==> config.mk <==
export PLATFORM = sky130hd
export DESIGN_NAME = tsv_column_number_extractor
export DESIGN_NICKNAME = d
export VERILOG_FILES = /design/src/hw/rtl/tcne_pkg.sv /design/src/hw/rtl/tcne_step.sv /design/src/hw/rtl/tsv_column_number_extractor.sv
export SDC_FILE = /design/constraint.sdc
export NUM_CORES = 1
export LEC_CHECK = 0
export BUFFER_PORTS_ARGS = -buffer_cell sky130_fd_sc_hd__buf_2
export CAP_MARGIN = 20
export CORE_ASPECT_RATIO = 0.6
export CORE_MARGIN = 1.5
export CORE_UTILIZATION = 35
export DETAILED_ROUTE_END_ITERATION = 7
export PLACE_DENSITY_LB_ADDON = 0.12
export REMOVE_ABC_BUFFERS = 1
export SLEW_MARGIN = 20
export SYNTH_ARGS = -nofsm -noshare
export SYNTH_HDL_FRONTEND = slang
export SYNTH_SLANG_ARGS = --single-unit
==> constraint.sdc <==
create_clock -name clk -period 14.1 [get_ports clk]
set_input_delay 2.115 -clock clk [delete_from_list [all_inputs] [get_ports clk]]
set_output_delay 2.115 -clock clk [all_outputs]
set_load 0.05 [all_outputs]
==> src/hw/rtl/tcne_pkg.sv <==
`default_nettype none

package tcne_pkg;

	localparam logic [7:0] CHAR_TAB     = 8'h09;
	localparam logic [7:0] CHAR_NEWLINE = 8'h0A;
	localparam logic [7:0] CHAR_ZERO    = 8'h30;
	localparam logic [7:0] CHAR_NINE    = 8'h39;

	localparam int unsigned SKIP_W = 4;
	localparam logic [SKIP_W-1:0] SKIP_TABS_RESET = 4'd6;

	typedef enum logic [3:0] {
		MODE_WAIT    = 4'b0001,
		MODE_FIELD_A = 4'b0010,
		MODE_FIELD_B = 4'b0100,
		MODE_SKIP    = 4'b1000
	} mode_t;

	typedef struct packed {
		logic emit;
		logic field_index;
		logic is_error;
	} res_ctl_t;

endpackage

`default_nettype wire

==> src/hw/rtl/tcne_step.sv <==
`default_nettype none

module tcne_step #(
	parameter int unsigned VALUE_BITS = 64
) (
	input  wire logic [7:0]                  in_byte,
	input  wire logic [tcne_pkg::SKIP_W-1:0] skip_tabs,
	input  wire tcne_pkg::mode_t             mode,
	input  wire logic [tcne_pkg::SKIP_W-1:0] tab_cnt,
	input  wire logic [VALUE_BITS-1:0]       acc,
	output tcne_pkg::mode_t                  mode_nxt,
	output logic [tcne_pkg::SKIP_W-1:0]      tab_cnt_nxt,
	output logic [VALUE_BITS-1:0]            acc_nxt,
	output logic [VALUE_BITS-1:0]            res_value,
	output tcne_pkg::res_ctl_t               res_ctl
);
	import tcne_pkg::*;

	logic                  is_tab;
	logic                  is_nl;
	logic                  is_digit;
	logic [3:0]            digit_raw;
	logic [SKIP_W-1:0]     tab_inc;
	logic [VALUE_BITS-1:0] acc_x10_d;

	assign is_tab    = (in_byte == CHAR_TAB);
	assign is_nl     = (in_byte == CHAR_NEWLINE);
	assign is_digit  = (in_byte >= CHAR_ZERO) && (in_byte <= CHAR_NINE);
	assign digit_raw = 4'(in_byte - CHAR_ZERO);
	assign tab_inc   = tab_cnt + SKIP_W'(1);

	// x10 as x8 + x2
	assign acc_x10_d = {acc[VALUE_BITS-4:0], 3'b000} + {acc[VALUE_BITS-2:0], 1'b0}
		+ VALUE_BITS'(digit_raw);

	always_comb begin
		mode_nxt    = mode;
		tab_cnt_nxt = tab_cnt;
		acc_nxt     = acc;
		res_value   = '0;
		res_ctl     = '0;
		case (mode)
			MODE_WAIT: begin
				if (is_tab) begin
					if (tab_inc >= skip_tabs) begin
						tab_cnt_nxt = '0;
						mode_nxt    = MODE_FIELD_A;
					end else begin
						tab_cnt_nxt = tab_inc;
					end
				end
			end
			MODE_FIELD_A, MODE_FIELD_B: begin
				res_ctl.field_index = (mode == MODE_FIELD_B);
				if (is_digit) begin
					acc_nxt = acc_x10_d;
				end else begin
					res_ctl.emit = 1'b1;
					acc_nxt      = '0;
					if (is_tab) begin
						res_value = acc;
						mode_nxt  = (mode == MODE_FIELD_A) ? MODE_FIELD_B : MODE_SKIP;
					end else begin
						res_ctl.is_error = 1'b1;
						mode_nxt         = MODE_SKIP;
					end
				end
			end
			MODE_SKIP: begin
				if (is_nl) begin
					mode_nxt = MODE_WAIT;
				end
			end
			default: begin
				mode_nxt = MODE_WAIT;
			end
		endcase
	end

endmodule

`default_nettype wire

==> src/hw/rtl/tsv_column_number_extractor.sv <==
// Path: an accepted byte is held in the input register; when the result
// register is free or being taken, the parse step loads any result beat.
// Throughput: one byte per cycle unless the output stalls; the combinational
// parse step (x10 add, mode update) is between input and result register.
// Reset (arst_n, async, active low): waiting for tabs, tab count and
// accumulator zero, skip_tabs 6, no beat held on either side.
`default_nettype none

module tsv_column_number_extractor #(
	parameter int unsigned VALUE_BITS = 64
) (
	input  wire logic                           clk,
	input  wire logic                           arst_n,
	input  wire logic                           cfg_we,
	input  wire logic [tcne_pkg::SKIP_W-1:0]    cfg_wdata,
	input  wire logic                           in_valid,
	output logic                                in_ready,
	input  wire logic [7:0]                     in_byte,
	output logic                                out_valid,
	input  wire logic                           out_ready,
	output logic [VALUE_BITS-1:0]               value,
	output logic                                field_index,
	output logic                                is_error
);
	import tcne_pkg::*;

	logic [SKIP_W-1:0]     skip_q;
	logic [7:0]            byte_s1;
	logic                  valid_s1;
	logic                  step_en;
	mode_t                 mode_q;
	mode_t                 mode_nxt;
	logic [SKIP_W-1:0]     tab_cnt_q;
	logic [SKIP_W-1:0]     tab_cnt_nxt;
	logic [VALUE_BITS-1:0] acc_q;
	logic [VALUE_BITS-1:0] acc_nxt;
	logic [VALUE_BITS-1:0] res_value;
	res_ctl_t              res_ctl;
	logic                  out_valid_q;
	logic [VALUE_BITS-1:0] value_q;
	logic                  field_index_q;
	logic                  is_error_q;

	assign step_en  = valid_s1 && (!out_valid_q || out_ready);
	assign in_ready = !valid_s1 || step_en;

	always_ff @(posedge clk or negedge arst_n) begin
		if (!arst_n) begin
			skip_q <= SKIP_TABS_RESET;
		end else if (cfg_we) begin
			skip_q <= cfg_wdata;
		end
	end

	always_ff @(posedge clk or negedge arst_n) begin
		if (!arst_n) begin
			valid_s1 <= 1'b0;
		end else if (in_ready) begin
			valid_s1 <= in_valid;
		end
	end

	always_ff @(posedge clk) begin
		if (in_valid && in_ready) begin
			byte_s1 <= in_byte;
		end
	end

	tcne_step #(
		.VALUE_BITS(VALUE_BITS)
	) u_step (
		.in_byte     (byte_s1),
		.skip_tabs   (skip_q),
		.mode        (mode_q),
		.tab_cnt     (tab_cnt_q),
		.acc         (acc_q),
		.mode_nxt    (mode_nxt),
		.tab_cnt_nxt (tab_cnt_nxt),
		.acc_nxt     (acc_nxt),
		.res_value   (res_value),
		.res_ctl     (res_ctl)
	);

	always_ff @(posedge clk or negedge arst_n) begin
		if (!arst_n) begin
			mode_q    <= MODE_WAIT;
			tab_cnt_q <= '0;
			acc_q     <= '0;
		end else if (step_en) begin
			mode_q    <= mode_nxt;
			tab_cnt_q <= tab_cnt_nxt;
			acc_q     <= acc_nxt;
		end
	end

	always_ff @(posedge clk or negedge arst_n) begin
		if (!arst_n) begin
			out_valid_q <= 1'b0;
		end else if (step_en && res_ctl.emit) begin
			out_valid_q <= 1'b1;
		end else if (out_ready) begin
			out_valid_q <= 1'b0;
		end
	end

	always_ff @(posedge clk) begin
		if (step_en && res_ctl.emit) begin
			value_q       <= res_value;
			field_index_q <= res_ctl.field_index;
			is_error_q    <= res_ctl.is_error;
		end
	end

	assign out_valid   = out_valid_q;
	assign value       = value_q;
	assign field_index = field_index_q;
	assign is_error    = is_error_q;

endmodule

`default_nettype wire

==> impl_metrics.ini, run 1 <==
[run_status]
status = finished, final reports clean

[floorplan]
die_y_um = 137
rows = 48
io_pins = 85
die_x_um = 226
coreArea_mm2 = 0.0291
die-area_mm2 = 0.0309
start_util = 0.360

[detailed_routing]
vias = 8191
drt-total-wl_mm = 27.8
ant_nets = 0
drtIter0Drc = 723
wl_per_cell_um = 18.0
drc = 0
drt-pass1-iter-count = 5
vias_per_cell = 5.28

[hold_path]
holdCritPathClass = reg2reg

[logic_synthesis]
avgSynthCellArea_um2 = 9.75
ys_ff_latch = 152
netlist_instances = 1072
synth_edf_count = 74
syn_area_mm2 = 0.0105
synth_ff_type = dfrtp_1
ys_types = 83
ys_warn_count = 0
synthArstFlopShare = 0.513
seq_area_frac_synth = 0.400

[placement]
dp_hpwl_mm = 20.8
io_buffer_count = 84
globalplace.congestion = 0.842
place_inst = 1517

[sta]
finClkSkew_ps = 14.5
hold_viol = 0
fmax_mhz = 211
fin_tns_setup_ps = 0
slew_headroom = 0.454
report.final.slew_viol_count = 0
tightest_slew_ps = 819
period_needed_ps = 4730
rsz0062_at_grt = false
setup-violations-final = 0
period_share = 0.335

[final_layout]
final_cells = 1550
nFillCells = 2929
final_cell_mix = ha_1, nand2_1, buf_2
layout_commonest_cell = ha_1
final_layout_size_suffix_gt1_frac = 0.144
nNetsFinal = 1282
synthToLayoutAreaGrowth_pct = 13.6

[global_routing]
antenna_found_initial = 0
grt_overflow = 0
grt_max_degree = 65
first_global_vias = 7867
grt_pass1_wl_mm = 45.0
grtUsageTotal = 0.191

[critical_path]
start_kind = input port
critPathLaunch = out_ready
reg2reg_to = acc_q[54]
critPathKind = in2out
reg2regPathDepth = 13
worst_ep_arrival_time_ps = 2610
endpoint = in_ready
regToRegSetupSlack_ps = 10060
cp-end-kind = output port
critPathMaxFanout = 3
r2r-start = byte_s1[3]
critPathRequiredTime_ps = 11980

[cts]
clock_latency_ps = 460
cts_buffers = 17
root_buffer = clkbuf_16
clk_path_buf_depth = 2
cts_resized = 0
cts_tree = done
cts.sink_count = 152
clkSlewWorstSetupHoldPaths_ps = 70
cts_max_level = 4
cts_hold_buf = 0
post_cts_buffers = 0

[power_and_ir_drop]
p_leak_uw = 0.00519
peakVddDrop_uv = 76.7
p_per_area_mw_per_mm2 = 85.2

[job]
drv_cap = 0
==> worst min path at each step <==
| stage | endpoint | start | cells after the start | slack, ps |
|---|---|---|---|---|
| after floorplan | acc_q[63] | acc_q[63] | 2 | 440 |
| after global placement | acc_q[63] | acc_q[63] | 2 | 460 |
| after detailed placement | acc_q[63] | acc_q[63] | 2 | 470 |
| after CTS | acc_q[63] | acc_q[63] | 2 | 480 |
| after global routing | acc_q[63] | acc_q[63] | 2 | 500 |
| final | acc_q[63] | acc_q[63] | 2 | 470 |
==> cell type report <==
type	count	area, µm²	share of cell area
multi-input cells	850	5990	0.505
flip-flops and latches	152	4180	0.352
well taps	400	500	0.0421
repair buffers	91	475	0.0400
clock buffers	19	443	0.0373
clock inverters	13	193	0.0162
inverters	24	90.1	0.00759
diodes	1	2.50	0.000211
==> routing by layer <==
layer  up-vias  part of all wire  global-route usage
met2       161              0.38               0.248
li1       4104                 -                   -
met3        19             0.044              0.0423
met4         0             0.010              0.0426
met5         -                 0                   0
met1      3907              0.57               0.311
==> sequential cells by signal, indices dropped and copies added (netlist names), 4 cells and up <==
register,cells
acc_q,64
value,64
byte_s1,8
mode_q,4
skip_q,4
tab_cnt_q,4
==> where the power goes <==
part           internal [µW]  total [µW]  leakage (µW)  switching [µW]
registers                470         474       0.00168            4.49
clock network            303         507      0.000305             204
logic                   11.6        30.2       0.00321            18.6
==> worst max-delay path, cell delays in order <==
cell and delay, ps:
buf_2 100, nand3b_1 170, buf_2 230
==> synth_stat cells, types with 10 or more instances <==
master / instances / area share
ha_1: 127 / 0.15
nand2_1: 111 / 0.040
o21ai_0: 80 / 0.038
a21oi_1: 79 / 0.038
dfrtp_1: 75 / 0.18
edfxtp_1: 74 / 0.21
and2_1: 68 / 0.041
nor2_1: 45 / 0.016
clkbuf_1: 36 / 0.013
xnor2_1: 29 / 0.024
a21o_1: 27 / 0.019
nand3_1: 26 / 0.012
inv_1: 24 / 0.0086
nand4_1: 23 / 0.014
xor2_1: 22 / 0.018
nor3_1: 19 / 0.0091
o21ai_1: 14 / 0.0067
o21a_1: 13 / 0.0093
o31ai_1: 12 / 0.0086
o21bai_1: 10 / 0.0072
==> cell families after synthesis <==
kind of cell               count (synthesis)  synth area share
DFF                                      152             0.400
buffers and inverters                     70            0.0280
xor gates and xnor gates                  51            0.0427
AOI/OAI and AO/OA                        308             0.191
muxes                                      4           0.00407
adders and majority gates                129             0.156
and+or+nand+nor                          358             0.179
==> through the flow <==
| stage | util | cell area (µm²) | setup slack, ps | hold slack, ps | power [µW] |
|---|---|---|---|---|---|
| global placement | 0.387 | 11200 | 9370 | 460 | 514 |
| floorplan | - | 10200 | 7440 | 440 | 500 |
| detailed placement | 0.387 | 11200 | 9370 | 466 | 514 |
| finish | 0.409 | 11900 | 9370 | 471 | 1010 |
| global route | 0.408 | 11900 | 9310 | 504 | 1050 |
| CTS | 0.408 | 11900 | 9360 | 482 | 1020 |
Power figures use the tool's default switching activity.
==> inputs of run 2 (changes only) <==
- clock period: 14.1 -> 4.73 ns (I/O delays scaled with it)
==> run 2 against run 1 <==
Compared with the run above: flip-flop and latch count unchanged; cell area decreased by 0.40%; critical path type is now reg2reg; clock power increased to 2.7 times the previous value; sequential share of layout area increased by 0.14 points; non-clock buffer count decreased by 1; global-route usage decreased by 0.53 points; largest cell class unchanged; via count decreased by 0.74%.
==> impl_metrics.ini, run 2 (synthesis results as in run 1) <==
[run_status]
status = finished, final reports clean

[floorplan]
rows = 48
start_util = 0.360
coreArea_mm2 = 0.0291
die-area_mm2 = 0.0309
die_y_um = 137
die_x_um = 226
io_pins = 85

[final_layout]
final_cell_mix = ha_1, nand2_1, buf_2
final-seq-area_mm2 = 0.00418
multiInputGateArea_mm2 = 0.00599
final_layout_size_suffix_gt1_frac = 0.139
layout_commonest_cell = ha_1
num_antenna_cells = 0
synthToLayoutAreaGrowth_pct = 13.2
fin_util = 0.407
nNetsFinal = 1281
nFillCells = 2917

[detailed_routing]
highest_layer = met4
drt-pass1-iter-count = 5
drc = 0
vias_per_cell = 5.26
wl_per_cell_um = 17.7
drt-total-wl_mm = 27.5
drtIter0Drc = 517
vias = 8130
drt-met1-wl_mm = 15.8
ant_nets = 0
wl_met3_mm = 1.07
dr_wl_met2_mm = 10.4

[critical_path]
critical_path.cell_chain = inv_1, fa_1, inv_1, fa_1, a21oi_1, o22ai_1, o21ai_1, a21oi_1, o311ai_1, nand2_1, a31oi_1, nor3_1, a211o_1
critPathRequiredTime_ps = 5070
slowest_delay_ps = 580
crit_slowest_cell = o311ai_1
start_kind = flop
critPathMaxFanout = 4
critPathKind = reg2reg
worst_ep_arrival_time_ps = 4200
cp-end-kind = flop

[hold_path]
holdCritPathClass = in2async

[sta]
setup-violations-final = 0
period_share = 0.815
tightest_slew_ps = 930
slew_headroom = 0.378
hold_viol = 0
fin_tns_setup_ps = 0
finClkSkew_ps = 15.0
fmax_mhz = 259
rsz0062_at_grt = false
report.final.slew_viol_count = 0
period_needed_ps = 3850

[cts]
cts_hold_buf = 0
post_cts_buffers = 0
clkSlewWorstSetupHoldPaths_ps = 70
cts_max_level = 4
root_buffer = clkbuf_16
cts_buffers = 17
cts_resized = 0
cts_tree = done
clk_path_buf_depth = 2
cts.sink_count = 152
clock_latency_ps = 450

[power_and_ir_drop]
p_leak_uw = 0.00517
comb_power_share = 0.031
switching_share = 0.220
p_seq_frac = 0.489
p_per_area_mw_per_mm2 = 245
peakVddDrop_uv = 238
power.switching_uw = 636
power_frac_clock = 0.480
internal-power_uw = 2260

[placement]
io_buffer_count = 84
dp_hpwl_mm = 20.6
globalplace.congestion = 0.890

[job]
drv_cap = 0

[global_routing]
grt_max_degree = 63
grt_pass1_wl_mm = 43.7
antenna_found_initial = 0
grtUsageTotal = 0.186
first_global_vias = 7752
grt_overflow = 0
==> run 2: cell count changes in the layout (fill, tap and decap cells not counted), moves of 2 or more <==
cell and delta:
buf_4 -3, clkbuf_1 +3, inv_6 -3, buf_12 +2, clkinv_2 +2, clkinv_4 -2
==> run 2: power groups by stage <==
stage | sequential [µW] | combinational [µW] | clock [µW]
after global routing | 1410 | 104 | 1490
after floorplan | 1440 | 51.2 | 0
after CTS | 1410 | 92.9 | 1430
after global placement | 1440 | 91.6 | 0
final | 1410 | 90.5 | 1390
after detailed placement | 1440 | 92.0 | 0
==> run 2: cell type report <==
class	count	share of cell area
multi-input cells	850	0.507
flip-flops and latches	152	0.353
well taps	400	0.0423
repair buffers	90	0.0417
clock buffers	21	0.0372
clock inverters	10	0.0112
inverters	24	0.00762
==> run 2: final timing paths <==
kind / start / to / slack (ps) / depth (start not counted)
setup / recovery: byte_s1[3] / acc_q[62] / 880 / 13
hold / removal: arst_n / acc_q[15] / 290 / 1
setup reg to reg: byte_s1[3] / acc_q[62] / 880 / 13
hold reg to reg: acc_q[63] / acc_q[63] / 480 / 2
max in group asynchronous: arst_n / skip_q[2] / 3470 / 2
min in group clk: in_byte[7] / byte_s1[7] / 440 / 1
==> run 2: worst max-delay path: cells and delay by family, from the launching register on <==
kind,cells,cell delay (ps)
compound gates,7,1980
fa+ha+maj,2,990
flops,1,360
simple gates,2,310
buf+inv,2,130
==> run 2: routing by layer <==
| metal | GRT usage | vias up |
|---|---|---|
| met4 | 0.0444 | 0 |
| met5 | 0 | - |
| met1 | 0.301 | 3913 |
| li1 | - | 4089 |
| met2 | 0.241 | 115 |
| met3 | 0.0419 | 13 |
==> run 2: through the flow <==
| stage | total power, µW | cell area (µm²) | std cells | hold WS [ps] | setup slack [ps] |
|---|---|---|---|---|---|
| 2_1_floorplan | 1490 | 10200 | 1026 | 414 | -565 |
| 5_1_grt | 3010 | 11800 | 1547 | 327 | 601 |
| 3_3_place_gp | 1530 | 11300 | 1516 | 464 | 1120 |
| 6_report | 2890 | 11800 | 1547 | 293 | 876 |
| 3_5_place_dp | 1530 | 11300 | 1516 | 467 | 969 |
| 4_1_cts | 2940 | 11800 | 1547 | 304 | 959 |
